File: config.mk
export PLATFORM = sky130hd
export DESIGN_NAME = mlqs_cell
export DESIGN_NICKNAME = d
export VERILOG_FILES = /design/src/hw/rtl/mlqs_pkg.sv /design/src/hw/rtl/mlqs_cell.sv
export SDC_FILE = /design/constraint.sdc
export NUM_CORES = 1
export LEC_CHECK = 0
export ABC_AREA = 1
export BUFFER_PORTS_ARGS = -buffer_cell sky130_fd_sc_hd__buf_2
export CORE_MARGIN = 10
export CORE_UTILIZATION = 30
export CTS_BUF_LIST = sky130_fd_sc_hd__clkbuf_4
export DETAILED_ROUTE_END_ITERATION = 8
export GPL_TIMING_DRIVEN = 0
export PLACE_DENSITY_LB_ADDON = 0.1
export SETUP_SLACK_MARGIN = 0.2
export SKIP_CTS_REPAIR_TIMING = 1
export SYNTH_ARGS = -nofsm -noshare
export SYNTH_HDL_FRONTEND = slang
export SYNTH_SLANG_ARGS = --single-unit
export TNS_END_PERCENT = 1
File: constraint.sdc
create_clock -name clock -period 5.2 [get_ports clock]
set_input_delay 0.26 -clock clock [delete_from_list [all_inputs] [get_ports clock]]
set_output_delay 0.26 -clock clock [all_outputs]
set_load 0.01 [all_outputs]
File: src/hw/rtl/mlqs_pkg.sv
// shared types and constants for the multilevel queue scheduler
package mlqs_pkg;

   localparam logic CMD_ADD  = 1'b0;
   localparam logic CMD_TICK = 1'b1;

   localparam logic [1:0] CLASS_RT   = 2'd0;
   localparam logic [1:0] CLASS_SYS  = 2'd1;
   localparam logic [1:0] CLASS_USER = 2'd2;
   localparam logic [1:0] CLASS_BAD  = 2'd3;

   typedef enum logic [1:0] {
      ST_IDLE,
      ST_SCAN,
      ST_APPLY,
      ST_OUT
   } state_type;

   // one ready-store entry
   typedef struct packed {
      logic        valid;
      logic        user;
      logic [7:0]  prio;
      logic [15:0] work;
      logic [15:0] key;
      logic [31:0] last_use;
   } entry_type;

   // candidate travelling down the chain
   typedef struct packed {
      logic        found;
      logic [7:0]  prio;
      logic [15:0] work;
      logic [15:0] key;
      logic [31:0] last_use;
   } cand_type;

   // per-cell command from the controller
   typedef struct packed {
      logic        load;
      logic        write;
      logic        dec;
      logic        user;
      logic [31:0] stamp;
      entry_type   data;
   } cell_ctl_type;

   function automatic logic goes_before(input logic user, input cand_type a,
                                        input cand_type b);
      logic r;
      begin
         if (!b.found) r = a.found;
         else if (!a.found) r = 1'b0;
         else if (a.prio != b.prio) r = (a.prio > b.prio);
         else if (user && a.last_use != b.last_use) r = (a.last_use < b.last_use);
         else if (!user && a.work != b.work) r = (a.work < b.work);
         else r = (a.key < b.key);
         return r;
      end
   endfunction

endpackage

File: src/hw/rtl/mlqs_cell.sv
// one ready-store cell: holds an entry and passes the best candidate to its neighbor
module mlqs_cell (
   input  logic                  clock,
   input  logic                  reset,
   input  mlqs_pkg::cell_ctl_type ctl,
   input  logic                  sel,
   input  mlqs_pkg::cand_type    cand_in,
   output mlqs_pkg::cand_type    cand_out,
   output logic                  take,
   output logic                  valid,
   output logic                  last_work
);

   mlqs_pkg::entry_type entry_ff;
   mlqs_pkg::cand_type  mine;
   mlqs_pkg::cand_type  cand_ff;

   always_comb begin
      mine.found    = entry_ff.valid && (entry_ff.user == ctl.user);
      mine.prio     = entry_ff.prio;
      mine.work     = entry_ff.work;
      mine.key      = entry_ff.key;
      mine.last_use = entry_ff.last_use;
   end

   // own entry is taken when it goes before the best candidate from lower slots; on a full tie the incoming one stays
   assign take = mlqs_pkg::goes_before(ctl.user, mine, cand_in);

   always_ff @(posedge clock) begin
      if (reset) begin
         entry_ff.valid <= 1'b0;
      end else if (ctl.write && sel) begin
         entry_ff <= ctl.data;
      end else if (ctl.dec && sel) begin
         entry_ff.work     <= entry_ff.work - 16'd1;
         entry_ff.last_use <= ctl.stamp;
         if (entry_ff.work == 16'd1) entry_ff.valid <= 1'b0;
      end
   end

   always_ff @(posedge clock) begin
      if (ctl.load) cand_ff <= '0;
      else if (take) cand_ff <= mine;
      else cand_ff <= cand_in;
   end

   assign cand_out  = cand_ff;
   assign valid     = entry_ff.valid;
   assign last_work = (entry_ff.work == 16'd1);

endmodule

## Word level (Yosys, flattened, before mapping)

Index checks and enable logic that the tools add are counted.

| storage, ports and cells | value |
|---|---|
| register bits after elaboration | 147 |
| input bits | 186 |
| output and inout bits | 76 |
| logic and storage cells | 46 |

| cells by class | value |
|---|---|
| order comparisons | 4 |
| bitwise gates (word level) | 1 |
| reductions and logical operators | 11 |
| equal/unequal tests | 5 |
| multiplexer cells | 13 |
| add/subtract/negate cells | 1 |

Operators by type and width:

| kind | number |
|---|---|
| 73-bit two-way mux | 1 |
| 32-bit two-way mux | 2 |
| 16-bit < comparator | 2 |
| 32-bit < comparator | 1 |
| 16-bit two-way mux | 2 |
| 32-bit inequality test | 1 |
| 16-bit by 1-bit equality test with 1-bit output (second input constant) | 1 |
| 16-bit inequality test | 1 |
| 16-bit by 1-bit subtractor with 16-bit output (second input constant) | 1 |
| 8-bit > comparator | 1 |
| 1-bit two-way mux | 8 |
| 8-bit inequality test | 1 |
| 2-bit AND reduction | 3 |
| 1-bit logical AND | 5 |
| 2-bit nonzero test | 2 |
| 1-bit equality test | 1 |
| 1-bit logical NOT | 1 |
| 1-bit inverter | 1 |

## Depth between registers and ports, before layout

Gate-level depths: netlist of the first run.

| depth | value |
|---|---|
| depth after elaboration | 8 |
| mapped depth | 20 |
| mapped depth without buffers | 19 |

## Worst setup path before layout of the first run

No wires, ideal clock.

| timing path | value |
|---|---|
| path type | in2reg |
| start | input port ctl[108] (netlist bit) |
| end | register entry_ff[0] (netlist bit) (enable) |
| setup time | 470 ps |
| required time | 4730 ps |
| slack | 1806 ps |
| arrival | 2924 ps |
| buffers on the path | 1 |
| stages | 3 |
| path through | nand2_1 > clkbuf_1 > a21oi_1 |

| between the ends | value |
|---|---|
| longest elaborated chain between the ends | 3 |

Ends and longest elaborated chain:

| item | line | text |
|---|---|---|
| start, declared | mlqs_cell.sv:5 | `input mlqs_pkg::cell_ctl_type ctl,` |
| 1-bit logical AND | mlqs_cell.sv:32 | `end else if (ctl.write && sel) begin` |
| 2-bit nonzero test (no line) | - |  |
| 2-bit AND reduction (no line) | - |  |
| end signal, assigned | mlqs_cell.sv:33 | `entry_ff <= ctl.data;` |
| end, declared | mlqs_cell.sv:14 | `mlqs_pkg::entry_type entry_ff;` |

Every way passes these cells.
A chain may end at the register's enable or synchronous reset.

## Worst setup path in the final report of the first run

| timing path | value |
|---|---|
| start | register entry_ff[72] (netlist bit) |
| end | output port take |

| between the ends | value |
|---|---|
| longest elaborated chain between the ends | 4 |

Ends and longest elaborated chain:

| item | line | text |
|---|---|---|
| 1-bit equality test * | mlqs_cell.sv:19 | `mine.found = entry_ff.valid && (entry_ff.user == ctl.user);` |
| 1-bit logical AND * | mlqs_cell.sv:19 |  |
| 1-bit two-way mux | mlqs_pkg.sv:53 | `else if (!a.found) r = 1'b0;` |
| 1-bit two-way mux * | mlqs_pkg.sv:52 | `if (!b.found) r = a.found;` |
| end, declared | mlqs_cell.sv:9 | `output logic take,` |

Every way passes the cells marked *; elsewhere a longest branch is shown, timed or not.

==> results of run 1 <==
-- placed cells by master, fill, tap and decap left out, types with 2 or more instances in the layout --
cell type / count
nand2_1: 276
buf_2: 272
inv_1: 170
dlygate4sd3_1: 159
nor2_1: 118
a21oi_1: 94
nand3_1: 87
dfxtp_1: 74
ha_1: 73
edfxtp_1: 73
clkbuf_1: 25
clkbuf_4: 20
o21ai_0: 16
a21oi_2: 11
xor2_1: 10
buf_8: 4
buf_1: 4
bufinv_16: 4
a21o_1: 3
nand4_1: 3
inv_2: 3
nor3_1: 3
o21a_1: 2
a31oi_1: 2
buf_12: 2
buf_6: 2
clkinvlp_4: 2
inv_6: 2
clkinv_4: 2
-- layout make-up --
cell class                      count  area share
Buffer                             47      0.0221
Inverter                          173      0.0538
Sequential cell                   147       0.304
Antenna cell                        1    0.000207
Timing Repair Buffer              422       0.244
Clock buffer                       20      0.0124
Clock inverter                     12      0.0148
Multi-Input combinational cell    708       0.310
Tap cell                          372      0.0385
-- cell families after synthesis --
group           count (synthesis)  share of synthesized area
simple gates                  493                      0.241
buf+inv                       220                      0.110
flops                         147                      0.442
compound gates                132                     0.0868
fa+ha+maj                      73                      0.110
xor+xnor                       10                     0.0105
-- layer usage --
metal  vias to the layer above  GRT usage  wire, µm
met5                         -          0         0
met4                         0     0.0382       352
met3                        21     0.0339      1100
met2                       189      0.288     15100
met1                      3667      0.201     13800
li1                       4305          -         -
-- per-stage QoR --
stage          setup TNS (ps)  total power, mW  instances  utilization  instance area (µm²)
6_report                    0             2.83       1902        0.446                12100
3_5_place_dp                0             1.90       1710        0.375                10200
2_1_floorplan               0             1.66       1075            -                 8310
4_1_cts                     0             2.78       1742        0.387                10500
3_3_place_gp           -38650             1.89       1708        0.372                10100
5_1_grt                     0             2.99       1902        0.446                12100
-- how the worst max path moves through the flow --
stage          slack, ps               endpoint                   start
2_1_floorplan       1810  entry_ff[0]$_DFFE_PP_                ctl[108]
3_3_place_gp        -810  entry_ff[9]$_DFFE_PP_                     sel
3_5_place_dp        2330                   take                ctl[106]
4_1_cts             1720                   take  entry_ff[72]$_DFFE_PP_
5_1_grt             1610                   take  entry_ff[72]$_DFFE_PP_
6_report            1900                   take  entry_ff[72]$_DFFE_PP_
-- state kept, by name, indices dropped and copies added, names as in the netlist --
name / count
cand_out: 73
entry_ff: 73
valid: 1
-- power breakdown --
group / leakage [nW] / switching (mW) / total (mW) / internal (mW)
clock network: 0.172 / 0.464 / 0.864 / 0.400
logic: 4.74 / 0.340 / 0.637 / 0.297
registers: 1.29 / 0.0328 / 1.33 / 1.30
-- tightest hold or removal path, cell delays in order --
cell and delay, ps:
buf_2 80, nand2_1 40, nand2_1 60
==> results.toml, run 1 <==
[synthesis]
yosys-top-cells-count = "nand2_1 (276), inv_1 (170), nor2_1 (119)"
syn_nets = 1334
synthTopCellsByArea = "edfxtp_1 (26%), dfxtp_1 (18%), nand2_1 (12%)"
synth_top_cell_area_share = 0.264
yosysWarningCount = 0
synth_top_cell_by_area = "edfxtp_1"
synthCells = 1075
ys.flop_type = "dfxtp_1"
yosysSeqAreaShare = 0.442
synth_edf_count = 73
yosysMostFrequentCell = "nand2_1"
yosysUniqueCellTypes = 31
synth-async-reset-ratio = 0
syn_area_per_cell_um2 = 7.73
synth-seq-cells = 147
synth_area_um2 = 8310

[floorplanning]
fp-row-count = 60
die_h_um = 186
initial_core_util = 0.307
ios = 262
core-area_um2 = 27100
dieWidth_um = 186
fp.dieArea_um2 = 34800

[grt]
first_global_vias = 7850
grt_pass1_wl_um = 44600
grt_max_degree = 26
grt_overflow = 0
antenna_found_initial = 1
groute.usage.overall = 0.164

[final_layout]
layout-drive-gt1-share = 0.217
fillCellCount = 2756
syn2layout_area_growth_pct = 45.2
regArea_um2 = 3670
final_nets = 1775
multiInputGateArea_um2 = 3740

[min_path]
min_to = "entry_ff[31]$_DFFE_PP_"
hp-start = "ctl[31]"
min_path_type = "in2reg"
whs_path_depth = 3

[setup_path]
critPathArrivalTime_ps = 3040
crit_top_cell = "buf_2"
cp.buffers_inverters = 4
path_depth = 8
cp.required_ps = 4940
endpoint_kind = "primary output"
critPathSlowestCell = "nor2_1"
regToRegStartpoint = "entry_ff[72]$_DFFE_PP_"
cp-start-kind = "flip-flop"
reg2regPathDepth = 8
critical-path-max-stage-delay_ps = 760
reg2reg_slack_ps = 2380
cp_max_fo = 10
critPathTopFamily = "buffers and inverters"
reg2reg_to = "cand_out[72]$_SDFF_PP0_"
critPathKind = "reg2out"
path_cells = "nand2_1 -> nand2_1 -> nor2_1 -> buf_2 -> buf_2 -> inv_1 -> a21oi_1 -> buf_2"

[sta]
fin_crit_sh = 0.634
period_needed_ps = 3300
relSlewSlack = 0.326
finalSetupViolations = 0
hold_violations = 0
tightest_slew_ps = 1010
whs_ps = 12.0
fmax_ghz = 0.303
drv_slew = 0
rsz0062_at_grt = "no"
setup_ws_ps = 1900
finalClockSkew_ps = 34.5

[detailed_routing]
wl_per_cell_um = 16.0
ant_nets = 0
viasPerCell = 4.30
drt_iter0_drc = 348
routed_wl_um = 30400
drt_pass1_iterations = 4
drc = 0
via_count = 8182

[power_and_ir_drop]
power_leakage_nw = 6.20
power.density_nw_per_um2 = 234
peakVddDrop_uv = 201

[place]
place.port_buffers = 261
dp_hpwl_um = 22900
pre_cts_ws_ps = 2330
routabilityCongestion = 0.838

[clock_network]
cts_root_buf = "clkbuf_4"
cts_made_buffers = 17
clkLatencyLatePin_ps = 550
htreeDepth = 4
cts_tree = "done"
path_clk_slew_ps = 120
cts_sinks = 147
clockBufferDepth = 2

[status]
status = "finished clean"

[job]
maxCapViolations = 0
Note: power is estimated with default switching activity, not from simulation.
==> run 2: changes to the inputs <==
- ABC_AREA: 1 -> 0
- clock period: 5.2 -> 2.65 ns (I/O delays scaled with it)
==> run 2 against run 1 <==
  * The flow now finishes with violations (setup timing)
  * Combinational power rose by 77%
  * Register-to-register slack got worse by 2800 ps
  * Flip-flop and latch count did not move
  * Wire length fell by 7.9%
  * Largest cell class unchanged
  * Clock power rose by 98%
  * Sequential power rose by 95%
  * Sequential share of layout area fell by 0.76 points
  * Die area fell by 1.5%
  * Synthesized area fell by 1.7%
  * Utilization rose by 1.5 points
  * Design area rose by 2.5%
==> results.toml, run 2 <==
[final_layout]
final_nets = 1501
layout-drive-gt1-share = 0.293
layout_commonest_cell = "buf_2"
mostFrequentLayoutCells = "buf_2 (260), dlygate4sd3_1 (183), nand2b_1 (142)"
fin_cells = 1599
syn2layout_area_growth_pct = 51.6

[clock_network]
cts_tree = "done"
cts_root_buf = "clkbuf_4"
cts_sinks = 147
cts_made_buffers = 17
path_clk_slew_ps = 160
htreeDepth = 4
clockBufferDepth = 2
clkLatencyLatePin_ps = 550

[grt]
first_global_vias = 6760
grt_overflow = 0
antenna_found_initial = 4
grt_pass1_wl_um = 39600
grt_max_degree = 26
groute.usage.overall = 0.153

[setup_path]
cp_max_fo = 10
regToRegStartpoint = "entry_ff[58]$_DFFE_PP_"
critPathKind = "reg2out"
endpoint_kind = "primary output"
cp-start-kind = "flip-flop"
startpoint = "entry_ff[26]$_DFFE_PP_"
critPathArrivalTime_ps = 3240
cp.required_ps = 2520

[sta]
finalSetupViolations = 73
relSlewSlack = 0.416
fin_crit_sh = 1.27
setup_ws_ps = -727
drv_slew = 0
hold_violations = 0
rsz0062_at_grt = "yes"
tightest_slew_ps = 874
finalSetupTns_ps = -24190
fmax_ghz = 0.296
finalClockSkew_ps = 34.8
period_needed_ps = 3380

[synthesis]
synth_top_cell_by_area = "edfxtp_1"
synth_area_um2 = 8170
synth_top_cell_area_share = 0.268
synthCells = 764
yosysMostFrequentCell = "nand2b_1"
synth-async-reset-ratio = 0
synth-seq-cells = 147
synthTopCellsByArea = "edfxtp_1 (27%), dfxtp_1 (18%), ha_1 (11%)"
yosysUniqueCellTypes = 42
yosysWarningCount = 0
synth_edf_count = 73
syn_nets = 1023
syn_area_per_cell_um2 = 10.7
yosys-top-cells-count = "nand2b_1 (142), dfxtp_1 (74), edfxtp_1 (73), ha_1 (73)"
ys.flop_type = "dfxtp_1"
yosysSeqAreaShare = 0.450

[floorplanning]
dieWidth_um = 185
fp.dieArea_um2 = 34200
initial_core_util = 0.304
fp-row-count = 60
ios = 262
core-area_um2 = 26900
die_h_um = 185

[detailed_routing]
routed_wl_um = 28000
ant_nets = 0
drt_iter0_drc = 224
wl_per_cell_um = 17.5
via_count = 7060
viasPerCell = 4.42
drc = 0
drt_pass1_iterations = 4

[power_and_ir_drop]
power.density_nw_per_um2 = 440
peakVddDrop_uv = 226
power_leakage_nw = 5.45

[place]
place.port_buffers = 260
dp_cells = 1369
dp_hpwl_um = 21000
routabilityCongestion = 0.758

[status]
status = "finished, violations left"
failed_checks = "setup timing"

[min_path]
hp-start = "ctl[106]"
min_path_type = "in2reg"

[job]
maxCapViolations = 0
run 2: cell types whose count changed in the layout (fill, tap and decap cells not counted), sizes merged, moves of 6 or more:
cell | before | now
nand2b | 0 | 143
mux2 | 0 | 32
dlygate4sd3 | 159 | 183
xor2 | 10 | 4
inv | 175 | 75
o21ai | 17 | 9
xnor2 | 0 | 9
nor2 | 119 | 34
nand4 | 3 | 12
a21oi | 106 | 38
nand3 | 88 | 11
mux2i | 0 | 72
nand2 | 277 | 23
run 2: final timing paths:
| check | to | cells after the start | slack (ps) |
|---|---|---|---|
| setup / recovery | take | 12 | -730 |
| hold / removal | cand_out[72]$_SDFF_PP0_ | 4 | 70 |
| setup reg to reg | cand_out[47]$_SDFF_PP0_ | 12 | -410 |
| hold reg to reg | valid$_SDFFE_PP0P_ | 2 | 540 |
run 2: metal layers:
metal  up-vias  track usage  wire length [µm]
met5         -            0                13
met2       170        0.259             13900
met3        13       0.0431              1440
li1       3603            -                 -
met4         2       0.0341               173
met1      3272        0.190             12400
run 2: area by class of cell:
class / instances / area, µm²
timing repair buffer: 459 / 3300
sequential: 147 / 3670
clock buffer: 20 / 150
inverter: 72 / 270
antenna: 3 / 7.51
multi-input combinational: 514 / 4140
buffer: 31 / 240
fill: 2653 / 14500
clock inverter: 12 / 180
tap: 341 / 427
run 2: cell families (layout without fill, tap and decap cells):
family | Yosys count | after routing | synth area share
AOI/OAI and AO/OA | 74 | 74 | 0.0562
xor gates and xnor gates | 13 | 13 | 0.0139
muxes | 104 | 104 | 0.132
DFF | 147 | 147 | 0.450
adders and majority gates | 73 | 73 | 0.112
and+or+nand+nor | 250 | 250 | 0.174
other | 0 | 3 | 0
buffers and inverters | 103 | 594 | 0.0622
run 2: metrics by stage:
step / power [mW] / hold WS (ps) / utilization / area [µm²] / worst slack [ps]
2_1_floorplan: 3.12 / 202 / - / 8180 / 50.5
3_3_place_gp: 3.52 / 312 / 0.369 / 9910 / -1580
3_5_place_dp: 3.54 / 311 / 0.372 / 10000 / -620
4_1_cts: 5.27 / -332 / 0.384 / 10300 / -1240
5_1_grt: 5.75 / 32.0 / 0.461 / 12400 / -976
6_report: 5.44 / 66.1 / 0.461 / 12400 / -727
run 2: critical path: stages (launching register included):
cell      delay [ps]
edfxtp_1         430
ha_1             350
nand4_1          220
nor4_4           370
nand2_2          150
o211ai_1         180
buf_4            170
nor3_2            70
o211ai_1         150
a31oi_1          140
clkbuf_8         170
buf_12           140
buf_2            140
run 2: report_power, final:
group          total, mW  switching [mW]  internal [mW]
clock network       1.71           0.923          0.789
registers           2.60          0.0646           2.53
logic               1.13           0.507          0.626
